==> src/design/fpdf_pkg.sv <==
// Package for the fixed-point decimal formatter.
// Holds the transaction payload structs, field widths and ASCII constants.
// No dependencies.
package fpdf_pkg;

    localparam int FD_W   = 3;   // fraction_digits register width
    localparam int MAG_W  = 32;  // magnitude field width
    localparam int CHAR_W = 7;   // ASCII character width

    localparam logic [CHAR_W-1:0] CH_MINUS = 7'h2D;
    localparam logic [CHAR_W-1:0] CH_POINT = 7'h2E;
    localparam logic [CHAR_W-1:0] CH_ZERO  = 7'h30;
    localparam logic [CHAR_W-1:0] CH_NINE  = 7'h39;

    // Input transaction
    typedef struct packed {
        logic             negative;
        logic [MAG_W-1:0] magnitude;
    } fpdf_in_t;

    // Result transaction, one per character
    typedef struct packed {
        logic [CHAR_W-1:0] character;
        logic              last;
    } fpdf_out_t;

endpackage

==> src/design/fpdf_bcd_step.sv <==
// One shift-and-add-3 step of the binary to BCD conversion.
// Shared unit used once per cycle by the formatter sequencer. Uses fpdf_pkg.
module fpdf_bcd_step
    import fpdf_pkg::*;
#(
    parameter int NDIG       = 10,
    parameter int VALUE_BITS = 32
) (
    input  logic [NDIG*4-1:0]     bcd_i,
    input  logic [VALUE_BITS-1:0] bin_i,
    output logic [NDIG*4-1:0]     bcd_o,
    output logic [VALUE_BITS-1:0] bin_o
);

    logic [NDIG*4-1:0] adj;

    // Add 3 to every digit of 5 or more, digits are independent
    always_comb begin
        for (int i = 0; i < NDIG; i++) begin
            if (bcd_i[i*4 +: 4] >= 4'd5) begin
                adj[i*4 +: 4] = bcd_i[i*4 +: 4] + 4'd3;
            end else begin
                adj[i*4 +: 4] = bcd_i[i*4 +: 4];
            end
        end
    end

    // Shift the binary MSB into the BCD word
    assign bcd_o = {adj[NDIG*4-2:0], bin_i[VALUE_BITS-1]};
    assign bin_o = {bin_i[VALUE_BITS-2:0], 1'b0};

endmodule

==> src/design/fixed_point_decimal_formatter_top.sv <==
// Fixed-point decimal formatter, top level: sequencer, registers, config.
// Uses fpdf_pkg and the shared conversion unit fpdf_bcd_step.
//
// Accepts one transaction (sign flag and magnitude scaled by ten to the power
// fraction_digits) and emits its decimal text one ASCII character per result
// transaction, most significant first, with last flagged on the final one.
// A value is accepted, then converted by VALUE_BITS shift-and-add-3 steps
// through the single BCD step unit, then the NPOS digit positions are walked
// (suppressed leading zero or emitted digit), with the sign and the point
// emitted when present; emission waits while the result side stalls. s_ready
// is high only between values; the final character may still wait in the
// output register while the next value is accepted. The user must write
// fraction_digits via cfg_we/cfg_wdata only while idle; the block itself does
// not enforce this. Values above MAX_FRACTION_DIGITS act as the maximum.
module fixed_point_decimal_formatter_top
    import fpdf_pkg::*;
#(
    parameter int VALUE_BITS          = 32,
    parameter int MAX_FRACTION_DIGITS = 4
) (
    input  logic            aclk,
    input  logic            aresetn,
    input  logic            cfg_we,
    input  logic [FD_W-1:0] cfg_wdata,
    input  logic            s_valid,
    output logic            s_ready,
    input  fpdf_in_t        s_data,
    output logic            m_valid,
    input  logic            m_ready,
    output fpdf_out_t       m_data
);

    // Decimal digits needed for VALUE_BITS bits, and positions to walk
    localparam int NDIG  = (VALUE_BITS * 30103) / 100000 + 1;
    localparam int NPOS  = (NDIG > MAX_FRACTION_DIGITS + 1) ? NDIG
                                                            : MAX_FRACTION_DIGITS + 1;
    localparam int POS_W = $clog2(NPOS);
    localparam int FR_W  = $clog2(MAX_FRACTION_DIGITS + 1);
    localparam int CNT_W = $clog2(VALUE_BITS + 1);

    typedef enum logic [4:0] {
        ST_IDLE  = 5'b00001,
        ST_CONV  = 5'b00010,
        ST_SIGN  = 5'b00100,
        ST_DIGIT = 5'b01000,
        ST_POINT = 5'b10000
    } state_t;

    state_t                state_reg, state_next;
    logic [FD_W-1:0]       fd_reg, fd_next;
    logic [FR_W-1:0]       fr_reg, fr_next;
    logic                  neg_reg, neg_next;
    logic [VALUE_BITS-1:0] bin_reg, bin_next;
    logic [NDIG*4-1:0]     bcd_reg, bcd_next;
    logic [CNT_W-1:0]      cnt_reg, cnt_next;
    logic [POS_W-1:0]      pos_reg, pos_next;
    logic                  started_reg, started_next;
    logic                  m_valid_reg, m_valid_next;
    fpdf_out_t             m_data_reg, m_data_next;

    logic [NDIG*4-1:0]     step_bcd;
    logic [VALUE_BITS-1:0] step_bin;
    logic [3:0]            digit;
    logic                  out_free;
    logic                  emit;
    fpdf_out_t             emit_data;

    // Shared conversion step
    fpdf_bcd_step #(
        .NDIG       (NDIG),
        .VALUE_BITS (VALUE_BITS)
    ) u_step (
        .bcd_i (bcd_reg),
        .bin_i (bin_reg),
        .bcd_o (step_bcd),
        .bin_o (step_bin)
    );

    // Digit at the current position; positions above the BCD word read as 0
    always_comb begin
        if (int'(pos_reg) < NDIG) begin
            digit = bcd_reg[pos_reg*4 +: 4];
        end else begin
            digit = 4'd0;
        end
    end

    assign out_free = !m_valid_reg || m_ready;
    assign s_ready  = (state_reg == ST_IDLE);

    // Sequencer
    always_comb begin
        state_next   = state_reg;
        fd_next      = fd_reg;
        fr_next      = fr_reg;
        neg_next     = neg_reg;
        bin_next     = bin_reg;
        bcd_next     = bcd_reg;
        cnt_next     = cnt_reg;
        pos_next     = pos_reg;
        started_next = started_reg;
        emit         = 1'b0;
        emit_data    = '{character: CH_ZERO, last: 1'b0};

        if (cfg_we) begin
            fd_next = cfg_wdata;
        end

        case (state_reg)
            ST_IDLE: begin
                if (s_valid) begin
                    neg_next = s_data.negative;
                    bin_next = VALUE_BITS'(s_data.magnitude);
                    bcd_next = '0;
                    cnt_next = CNT_W'(VALUE_BITS);
                    if (int'(fd_reg) > MAX_FRACTION_DIGITS) begin
                        fr_next = FR_W'(MAX_FRACTION_DIGITS);
                    end else begin
                        fr_next = FR_W'(fd_reg);
                    end
                    state_next = ST_CONV;
                end
            end
            ST_CONV: begin
                bcd_next = step_bcd;
                bin_next = step_bin;
                cnt_next = cnt_reg - CNT_W'(1);
                if (cnt_reg == CNT_W'(1)) begin
                    pos_next     = POS_W'(NPOS - 1);
                    started_next = 1'b0;
                    state_next   = neg_reg ? ST_SIGN : ST_DIGIT;
                end
            end
            ST_SIGN: begin
                if (out_free) begin
                    emit       = 1'b1;
                    emit_data  = '{character: CH_MINUS, last: 1'b0};
                    state_next = ST_DIGIT;
                end
            end
            ST_DIGIT: begin
                // Suppress leading zeros above the units position
                if (!started_reg && (int'(pos_reg) > int'(fr_reg)) && (digit == 4'd0)) begin
                    pos_next = pos_reg - POS_W'(1);
                end else if (out_free) begin
                    emit         = 1'b1;
                    emit_data    = '{character: CHAR_W'(CH_ZERO + {3'b000, digit}),
                                     last: (pos_reg == '0)};
                    started_next = 1'b1;
                    if ((fr_reg != '0) && (int'(pos_reg) == int'(fr_reg))) begin
                        state_next = ST_POINT;
                    end else if (pos_reg == '0) begin
                        state_next = ST_IDLE;
                    end else begin
                        pos_next = pos_reg - POS_W'(1);
                    end
                end
            end
            ST_POINT: begin
                if (out_free) begin
                    emit       = 1'b1;
                    emit_data  = '{character: CH_POINT, last: 1'b0};
                    pos_next   = pos_reg - POS_W'(1);
                    state_next = ST_DIGIT;
                end
            end
            default: begin
                state_next = ST_IDLE;
            end
        endcase
    end

    // Output register
    always_comb begin
        m_valid_next = m_valid_reg && !m_ready;
        m_data_next  = m_data_reg;
        if (emit) begin
            m_valid_next = 1'b1;
            m_data_next  = emit_data;
        end
    end

    always_ff @(posedge aclk) begin
        if (!aresetn) begin
            state_reg   <= ST_IDLE;
            fd_reg      <= FD_W'(2);
            m_valid_reg <= 1'b0;
            started_reg <= 1'b0;
        end else begin
            state_reg   <= state_next;
            fd_reg      <= fd_next;
            m_valid_reg <= m_valid_next;
            started_reg <= started_next;
        end
    end

    always_ff @(posedge aclk) begin
        fr_reg     <= fr_next;
        neg_reg    <= neg_next;
        bin_reg    <= bin_next;
        bcd_reg    <= bcd_next;
        cnt_reg    <= cnt_next;
        pos_reg    <= pos_next;
        m_data_reg <= m_data_next;
    end

    assign m_valid = m_valid_reg;
    assign m_data  = m_data_reg;

endmodule

==> config.mk <==
export PLATFORM = sky130hd
export DESIGN_NAME = fixed_point_decimal_formatter_top
export DESIGN_NICKNAME = d
export VERILOG_FILES = /design/src/design/fpdf_pkg.sv /design/src/design/fpdf_bcd_step.sv /design/src/design/fixed_point_decimal_formatter_top.sv
export SDC_FILE = /design/constraint.sdc
export NUM_CORES = 1
export LEC_CHECK = 0
export BUFFER_PORTS_ARGS = -buffer_cell sky130_fd_sc_hd__buf_2
export CORE_AREA = 2 2 93 131
export DETAILED_ROUTE_END_ITERATION = 8
export DIE_AREA = 0 0 95 133
export GPL_ROUTABILITY_DRIVEN = 0
export PLACE_DENSITY = 0.73
export SKIP_LAST_GASP = 1
export SLEW_MARGIN = 20
export SYNTH_ARGS = -nofsm -noshare
export SYNTH_HDL_FRONTEND = slang
export SYNTH_HIERARCHICAL = 1
export SYNTH_SLANG_ARGS = --single-unit
==> constraint.sdc <==
create_clock -name aclk -period 4.05 [get_ports aclk]
set_input_delay 0.81 -clock aclk [delete_from_list [all_inputs] [get_ports aclk]]
set_output_delay 0.81 -clock aclk [all_outputs]
set_load 0.02 [all_outputs]
==> results of run 1 <==
## layout make-up
cell class              count  share of cell area, %
flip-flops and latches    102                  45.07
well taps                 147                  2.798
clock inverters             7                 0.9707
inverters                  32                  1.827
repair buffers             53                  4.225
multi-input cells         432                  41.68
clock buffers               9                  3.426
## layout by cell type (no fill, tap or decap), drive strengths merged, types with 17 or more instances in the layout
cell type    n
nand2      154
and3        42
inv         32
ha          27
o21ai       25
nor2        26
buf         53
a21oi       17
edfxtp      92
nand2b      27
## critical path: stages (launching register included)
cell and delay [ns]:
edfxtp_1 0.82, mux2_2 0.42, a222oi_1 0.38, o211ai_1 0.23, or3_4 0.40, o22ai_1 0.38
## cell families (layout without fill, tap and decap cells)
group	after synthesis	count (layout)
simple gates	285	285
compound gates	68	68
other cells	3	3
buf+inv	94	101
fa+ha+maj	27	27
xor+xnor	18	18
flops	102	102
mux	31	31
## final timing paths
kind	from	endpoint	slack [ns]	cells after the start
setup / recovery	pos_reg[1]	pos_reg[3]	1.08	5
hold / removal	bin_reg[23]	bin_reg[24]	0.51	2
setup reg to reg	pos_reg[1]	pos_reg[3]	1.08	5
hold reg to reg	bin_reg[23]	bin_reg[24]	0.51	2
## power groups by stage
| stage | Combinational, mW | Sequential, mW | Clock, mW |
|---|---|---|---|
| final | 1.19 | 1.79 | 0.864 |
| after global routing | 1.34 | 1.83 | 0.912 |
| after CTS | 1.20 | 1.79 | 0.875 |
| after detailed placement | 1.19 | 1.81 | 0 |
| after global placement | 1.14 | 1.80 | 0 |
| after floorplan | 1.07 | 1.72 | 0 |
## cells in the mapped netlist, types with 8 or more instances
cell	number	area share, %
nand2_1	154	9.3
dfxtp_1	10	3.2
o21ai_0	15	1.2
inv_1	31	1.9
and3_1	41	4.1
xnor2_1	16	2.3
buf_4	35	4.2
nor2_1	26	1.6
mux2i_1	14	2.3
clkbuf_1	21	1.3
o21ai_1	10	0.81
nor3_1	8	0.65
nand2b_1	27	2.7
edfxtp_1	92	45
a21oi_2	10	1.4
mux2_2	9	1.6
ha_1	27	5.4
## routing by layer
layer	track usage, %	vias up	wire length, microns
met1	23.56	2019	4932
met3	3.531	28	387
met2	33.37	78	6074
li1	-	2137	-
met5	0	-	0
met4	9.501	0	382
==> summary.md, run 1 <==
| Metric | Value |
|---|---|
| Cell internal pwr | 2.487 mW |
| DP Wirelength | 8187 microns |
| CTS resizes | 0 |
| Yosys warning total | 6 |
| Cts hold-fix bufs | 0 |
| Clock skew | 0.008072 ns |
| Root Buffer | clkbuf_16 |
| Core box area | 0.01158 sq mm |
| Switching pwr | 1.353 mW |
| Slew Limit Fails | 0 |
| Critical Path Fanout Max | 17 |
| Finished layout cell area | 0.006574 sq mm |
| Area after DPL | 0.006285 sq mm |
| Max FFs per register | 40 |
| TNS Setup | 0 ns |
| GRT Residual Overflow | 0 |
| Num CTS Buffers | 9 |
| Vert. Die Dim | 133 microns |
| DR pass1 iterations | 4 |
| CP Data Arrival Time | 2.98 ns |
| CP required | 4.06 ns |
| Htree depth | 3 |
| Main combinational cell family by area after synthesis | simple AND/OR/NAND/NOR gates |
| Final WS setup | 1.079 ns |
| Die extent in x | 95 microns |
| Static Leakage | 2.855 nW |
| # rows | 47 |
| Number of port buffers | 48 |
| Slew @ Worst Pin | 1.031 ns |
| Syn Inst Count | 628 |
| CTS tree | yes |
| Fillers | 980 |
| Antenna violations before repair | 0 |
| CTS sink cnt | 102 |
| DRC Markers | 0 |
| Inst Count DP | 766 |
| Pre-CTS WS | 1.161 ns |
| Vias in the first global route | 4,115 |
| Final Hold Violating Endpoints | 0 |
| Part of the power in registers | 46.5% |
| Final core utilization | 56.74% |
| Worst hold-check slack | 0.5133 ns |
| Combinational share of power | 31.0% |
| Post-synth cell types | 59 |
| Gr usage total | 19.60% |
| Simple-Gate Fraction of Synth Area | 21.82% |
| First-pass GRT wire length | 19,440 microns |
| Maximum VDD drop | 0.3268 mV |
| Final wirelength | 11,780 microns |
| Post-Layout Cell Count | 782 |
| Layout cell share with drive strength beyond 1 | 15.43% |
| Post-route ant nets | 0 |
| Switching Fraction | 35.24% |
| Net count after synthesis | 696 |
| Die Area | 0.01264 sq mm |
| Largest net degree at the start of global routing | 79 |
| Critical path launch point type | register |
| Syn Std Cell Area | 0.006203 sq mm |
| Multi-input logic area | 0.002740 sq mm |
| Critical path endpoint category | register |
| HP Class | reg2reg |
| Setup repair after global routing missed its margin | false |
| CTS clk-pin slew, worst paths | 0.07 ns |
| Kind of critical path | reg2reg |
| Max cap viols | 0 |
| Fraction of registers with async set or reset after synthesis | 0% |
| Achievable frequency | 336.5 MHz |
| Clk pwr share | 22.5% |
| Number of I/O pins | 51 |
| Rel. slew slack | 31.28% |
| Layout area overhead | 5.970% |
| Post-Synth XOR/XNOR Area | 2.541% |
| Period utilization | 73.37% |
| Seq/Total Area, Yosys | 47.76% |
| Endpoints failing setup | 0 |
| Post-CTS setup buffers | 0 |
| Ant. Diodes | 0 |
| DRT iter0 DRCs | 253 |
| Pwr Density | 584.3 mW/mm^2 |
| Total chip power | 3.841 mW |
| Syn avg cell area | 9.878 sq um |
| Yosys reg bits | 102 |
| Clk_lat worst skew | 0.35 ns |
| Ys flop type | edfxtp_1 |
| Synthesized-area fraction occupied by adder cells | 5.446% |
| Vias after detailed routing | 4,262 |
| Vias per inst | 5.450 |
| FF/Latch Area | 0.002963 sq mm |
| Post-synth EDFFs | 92 |
| Initial Utilization | 53.55% |
| Nets | 698 |
| Tmin final | 2.971 ns |
| WL/cell | 15.06 microns |
| Worst-case clock buffer depth | 2 |
| Compound-gate portion of the synthesized area | 7.846% |
| Outcome | completed |
| Mux contribution to synthesized area | 6.071% |
(Power assumes the default switching activity.)
==> run 2: changes to the inputs <==
- PLACE_DENSITY: 0.73 -> 0.76
- clock period: 4.05 -> 2.7 ns (I/O delays scaled with it)
==> summary.md, run 2 (synthesis gave the netlist of run 1 again) <==
| Metric | Value |
|---|---|
| Maximum VDD drop | 0.5166 mV (+58%) |
| CP required | 2.73 ns (-1.33 ns) |
| Max cap viols | 0 (unchanged) |
| Final Hold Violating Endpoints | 0 (unchanged) |
| Initial Utilization | 53.55% (unchanged) |
| Endpoints failing setup | 0 (unchanged) |
| Slew @ Worst Pin | 0.5848 ns (-0.4460 ns) |
| Buffers & Inverters on Critical Path | 1 (+1) |
| Gr usage total | 18.98% (-0.62 points) |
| Tmin final | 2.502 ns (-0.4692 ns) |
| Outcome | completed |
| Number of port buffers | 48 (unchanged) |
| Core box area | 0.01158 sq mm (unchanged) |
| Critical Path Fanout Max | 17 (unchanged) |
| Nets | 707 (+1.3%) |
| Final WS setup | 0.1978 ns (-0.8808 ns) |
| Antenna violations before repair | 0 (unchanged) |
| DRT iter0 DRCs | 241 (-4.7%) |
| CTS clk-pin slew, worst paths | 0.07 ns (about the same) |
| CTS sink cnt | 102 (unchanged) |
| Max FFs per register | 40 (unchanged) |
| CP max-delay cell | edfxtp_1 |
| HP Class | in2reg |
| Worst hold-check slack | 0.3787 ns (-0.1346 ns) |
| Layout area overhead | 8.330% |
| CP Data Arrival Time | 2.53 ns (-0.45 ns) |
| Ant. Diodes | 0 (unchanged) |
| Clk_lat worst skew | 0.34 ns (about the same) |
| Rel. slew slack | 60.65% (+29 points) |
| Finished layout cell area | 0.006720 sq mm (+2.2%) |
| DR pass1 iterations | 5 (+1) |
| Die Area | 0.01264 sq mm (unchanged) |
| Clock skew | 0.006183 ns (-0.001889 ns) |
| Area after DPL | 0.006399 sq mm (+1.8%) |
| TNS Setup | 0 ns (unchanged) |
| Static Leakage | 2.932 nW (+2.7%) |
| Fillers | 956 (-2.4%) |
| Most frequent cells in the layout | 153 x nand2_1, 92 x edfxtp_1, 48 x buf_2, 41 x and3_1, 31 x inv_1 |
| First-pass GRT wire length | 19,050 microns (-2.0%) |
| Post-route ant nets | 0 (unchanged) |
| Largest net degree at the start of global routing | 46 (-42%) |
| Critical path endpoint category | register |
| Period utilization | 92.67% (+19 points) |
| Vias in the first global route | 4,212 (+2.4%) |
| Vert. Die Dim | 133 microns (unchanged) |
| DRC Markers | 0 (unchanged) |
| Commonest non-fill, non-tap cell in the layout | nand2_1 |
| Worst-case clock buffer depth | 2 (unchanged) |
| Critical path's top delay family | compound AO/OA/AOI/OAI gates |
| Critical path launch point type | register |
| Critical Path, Cell by Cell | buf_12, mux2_4, a222oi_1, o211ai_1, or3_4, o22ai_2 |
| Achievable frequency | 399.7 MHz (+19%) |
| # rows | 47 (unchanged) |
| Total chip power | 5.941 mW (+55%) |
| Kind of critical path | reg2reg |
| Final wirelength | 11,470 microns (-2.6%) |
| Htree depth | 3 (unchanged) |
| Pre-CTS WS | 0.1356 ns (-1.025 ns) |
| GRT Residual Overflow | 0 (unchanged) |
| WL/cell | 14.51 microns (-3.7%) |
| Slew Limit Fails | 0 (unchanged) |
| Setup repair after global routing missed its margin | false |
| Vias after detailed routing | 4,303 (+0.96%) |
| Layout cell share with drive strength beyond 1 | 16.77% (+1.3 points) |
| CTS tree | yes |
| DP Wirelength | 8172 microns (-0.18%) |
| Die extent in x | 95 microns (unchanged) |
| Number of I/O pins | 51 (unchanged) |
| Num CTS Buffers | 9 (unchanged) |
| Vias per inst | 5.440 (-0.19%) |
| Pwr Density | 884.0 mW/mm^2 (+51%) |
| Worst stage delay on the critical path | 0.43 ns (-0.39 ns) |
| Root Buffer | clkbuf_16 |
| Post-CTS setup buffers | 0 (unchanged) |
-- run 2: what timing repair did --
| item | 4_1_cts | 5_1_grt |
|---|---|---|
| endpoints found under the hold margin | 0 | 0 |
| gates resized for setup | 0 | 1 |
| setup endpoints to repair | 0 | 4 |
| hold buffers | 0 | 0 |
-- run 2: final cells by class --
class	count	area, sq um	share of cell area, %
inverter	32	120.1	1.787
tap	147	183.9	2.737
sequential	102	2963	44.09
multi-input combinational	432	2755	41.00
clock inverter	5	82.58	1.229
timing repair buffer	62	382.9	5.697
clock buffer	11	232.7	3.463
-- run 2: final timing paths --
check | startpoint | depth (start not counted) | end | slack (ns)
max reg2reg | pos_reg[1] | 6 | pos_reg[3] | 0.20
min | s_data[32] | 1 | neg_reg | 0.38
max | pos_reg[1] | 6 | pos_reg[3] | 0.20
min reg2reg | fd_reg[1] | 2 | fd_reg[1] | 0.51
-- run 2: routing by layer --
metal	GRT usage, %	share of wire, %	vias to the layer above
li1	-	-	2158
met1	22.12	41	2018
met2	33.96	53	100
met3	3.246	3.9	27
met4	7.568	2.2	0
met5	0	0	-
-- run 2: stage by stage --
step / utilization (%) / cells
floorplan: - / 628
global placement: 55.23 / 775
detailed placement: 55.23 / 775
CTS: 57.95 / 791
global route: 58.01 / 791
finish: 58.01 / 791
-- run 2: power breakdown --
group	switching, mW	total (mW)	internal (mW)
registers	0.339	2.63	2.29
clock network	0.557	1.37	0.816
logic	1.13	1.94	0.815
total	2.02	5.94	3.92
==> run 3: changes to the inputs <==
- CORE_AREA: 2 2 93 131 -> 2 2 109 153
- DIE_AREA: 0 0 95 133 -> 0 0 111 155
- PLACE_DENSITY: 0.76 -> unset
==> summary.md, run 3 (synthesis gave the netlist of run 1 again) <==
| Metric | Value |
|---|---|
| Critical path launch point type | register |
| Root Buffer | clkbuf_16 |
| Layout area overhead | 8.713% |
| Vias after detailed routing | 4,228 (-1.7%) |
| Post-route ant nets | 0 (unchanged) |
| Num CTS Buffers | 9 (unchanged) |
| Clock skew | 0.009337 ns (+0.003154 ns) |
| Max FFs per register | 40 (unchanged) |
| DRC Markers | 0 (unchanged) |
| Number of port buffers | 48 (unchanged) |
| Tmin final | 2.578 ns (+0.07577 ns) |
| Most frequent cells in the layout | 153 x nand2_1, 92 x edfxtp_1, 48 x buf_2, 41 x and3_1, 31 x inv_1 |
| Cell internal pwr | 3.729 mW (-4.8%) |
| DP Wirelength | 8520 microns (+4.3%) |
| Layout cell share with drive strength beyond 1 | 16.93% (+0.16 points) |
| Number of I/O pins | 51 (unchanged) |
| Clk pwr share | 20.8% (-2.3 points) |
| Vert. Die Dim | 155 microns (+17%) |
| Gr usage total | 14.40% (-4.6 points) |
| Htree depth | 3 (unchanged) |
| Achievable frequency | 387.9 MHz (-2.9%) |
| Combinational share of power | 33.7% (+1.0 points) |
| Die Area | 0.01721 sq mm (+36%) |
| Largest net degree at the start of global routing | 39 (-15%) |
| Final wirelength | 11,960 microns (+4.2%) |
| Vias in the first global route | 4,219 (+0.17%) |
| Part of the power in registers | 45.4% (+1.2 points) |
| Rel. slew slack | 60.38% (-0.27 points) |
| Fillers | 1,528 (+60%) |
| Ant. Diodes | 0 (unchanged) |
| Clk_lat worst skew | 0.35 ns (about the same) |
| Static Leakage | 2.910 nW (-0.76%) |
| WL/cell | 14.18 microns (-2.2%) |
| Critical Path Fanout Max | 17 (unchanged) |
| Reg2reg setup slack | 0.12 ns (-0.08 ns) |
| Nets | 707 (unchanged) |
| CTS tree | yes |
| Critical path endpoint category | register |
| Cts hold-fix bufs | 0 (unchanged) |
| Maximum VDD drop | 0.4514 mV (-13%) |
| Worst-case clock buffer depth | 2 (unchanged) |
| Commonest non-fill, non-tap cell in the layout | nand2_1 |
| CP required | 2.78 ns (+0.05 ns) |
| DR pass1 iterations | 4 (-1) |
| Switching pwr | 2.060 mW (+1.8%) |
| Endpoints failing setup | 0 (unchanged) |
| Outcome | completed |
| Switching Fraction | 35.58% (+1.5 points) |
| Setup repair after global routing missed its margin | false |
| Kind of critical path | reg2reg |
| # rows | 55 (+17%) |
| HP Class | in2reg |
| CTS clk-pin slew, worst paths | 0.07 ns (about the same) |
| CP Data Arrival Time | 2.66 ns (+0.13 ns) |
| Antenna violations before repair | 0 (unchanged) |
| GRT Residual Overflow | 0 (unchanged) |
| Initial Utilization | 39.02% (-15 points) |
| Slew @ Worst Pin | 0.5889 ns (+0.004071 ns) |
| Vias per inst | 5.015 (-7.8%) |
| Period utilization | 95.48% (+2.8 points) |
| Slew Limit Fails | 0 (unchanged) |
| Pwr Density | 858.3 mW/mm^2 (-2.9%) |
| CTS sink cnt | 102 (unchanged) |
| Die extent in x | 111 microns (+17%) |
| TNS Setup | 0 ns (unchanged) |
| First-pass GRT wire length | 20,220 microns (+6.2%) |
| Max cap viols | 0 (unchanged) |
| DRT iter0 DRCs | 183 (-24%) |
| Final Hold Violating Endpoints | 0 (unchanged) |
| Total chip power | 5.788 mW (-2.6%) |
| Core box area | 0.01590 sq mm (+37%) |
==> run 3: cell types whose count changed in the layout (fill, tap and decap cells not counted), sizes merged <==
cell | previous run | this run
inv | 32 | 31
clkinvlp | 0 | 1
bufinv | 2 | 0
clkbuf | 11 | 10
clkinv | 3 | 6
==> run 3: routing by layer <==
| metal | vias up | track usage (%) | share of wire (%) |
|---|---|---|---|
| met5 | - | 0 | 0 |
| met4 | 0 | 5.179 | 1.6 |
| met3 | 16 | 3.116 | 3.2 |
| met2 | 71 | 25.53 | 51 |
| met1 | 1985 | 17.22 | 44 |
| li1 | 2156 | - | - |
==> run 3: through the flow <==
step | utilization, % | instances | hold slack, ns | area (sq um) | worst slack [ns]
after floorplan | - | 628 | 0.4318 | 6220 | 0.1013
after global placement | 40.66 | 827 | 0.4822 | 6464 | 0.1487
after detailed placement | 40.66 | 827 | 0.4799 | 6464 | 0.05748
after CTS | 42.35 | 843 | 0.3513 | 6731 | 0.04509
after global routing | 42.42 | 843 | 0.3488 | 6744 | 0.03240
final | 42.42 | 843 | 0.3619 | 6744 | 0.1220
==> run 3: cell type report <==
type                    instances  area (sq um)  share of cell area [%]
repair buffers                 62         382.9                   5.677
multi-input cells             432          2761                   40.95
clock inverters                 6         38.79                  0.5751
clock buffers                  10         229.0                   3.395
flip-flops and latches        102          2963                   43.93
well taps                     199         249.0                   3.692
inverters                      32         120.1                   1.781
==> run 3: worst paths after layout <==
| path | from | to | depth (start not counted) |
|---|---|---|---|
| worst min register to register | fd_reg[1] | fd_reg[1] | 2 |
| worst min-delay path | s_data[32] | neg_reg | 1 |
| worst max register to register | pos_reg[1] | m_data[3] | 7 |
| worst max-delay path | pos_reg[1] | m_data[3] | 7 |
==> run 3: timing repair <==
item | 4_1_cts | 5_1_grt
setup endpoints to repair | 0 | 10
resized for setup | 0 | 2
setup buffers | 0 | 0
==> run 3: power by group through the flow <==
stage / logic, mW / clock network (mW) / registers, mW
2_1_floorplan: 1.63 / 0 / 2.54
3_3_place_gp: 1.89 / 0 / 2.66
3_5_place_dp: 1.95 / 0 / 2.66
4_1_cts: 1.96 / 1.24 / 2.63
5_1_grt: 2.19 / 1.30 / 2.69
6_report: 1.95 / 1.21 / 2.63
==> run 3: worst max-delay path: stages, from the launching register on <==
cell and delay [ns]:
edfxtp_1 0.41, buf_12 0.18, mux2_4 0.30, a222oi_1 0.48, nand3b_1 0.19, or3_4 0.41
buf_4 0.16, o2bb2ai_2 0.17
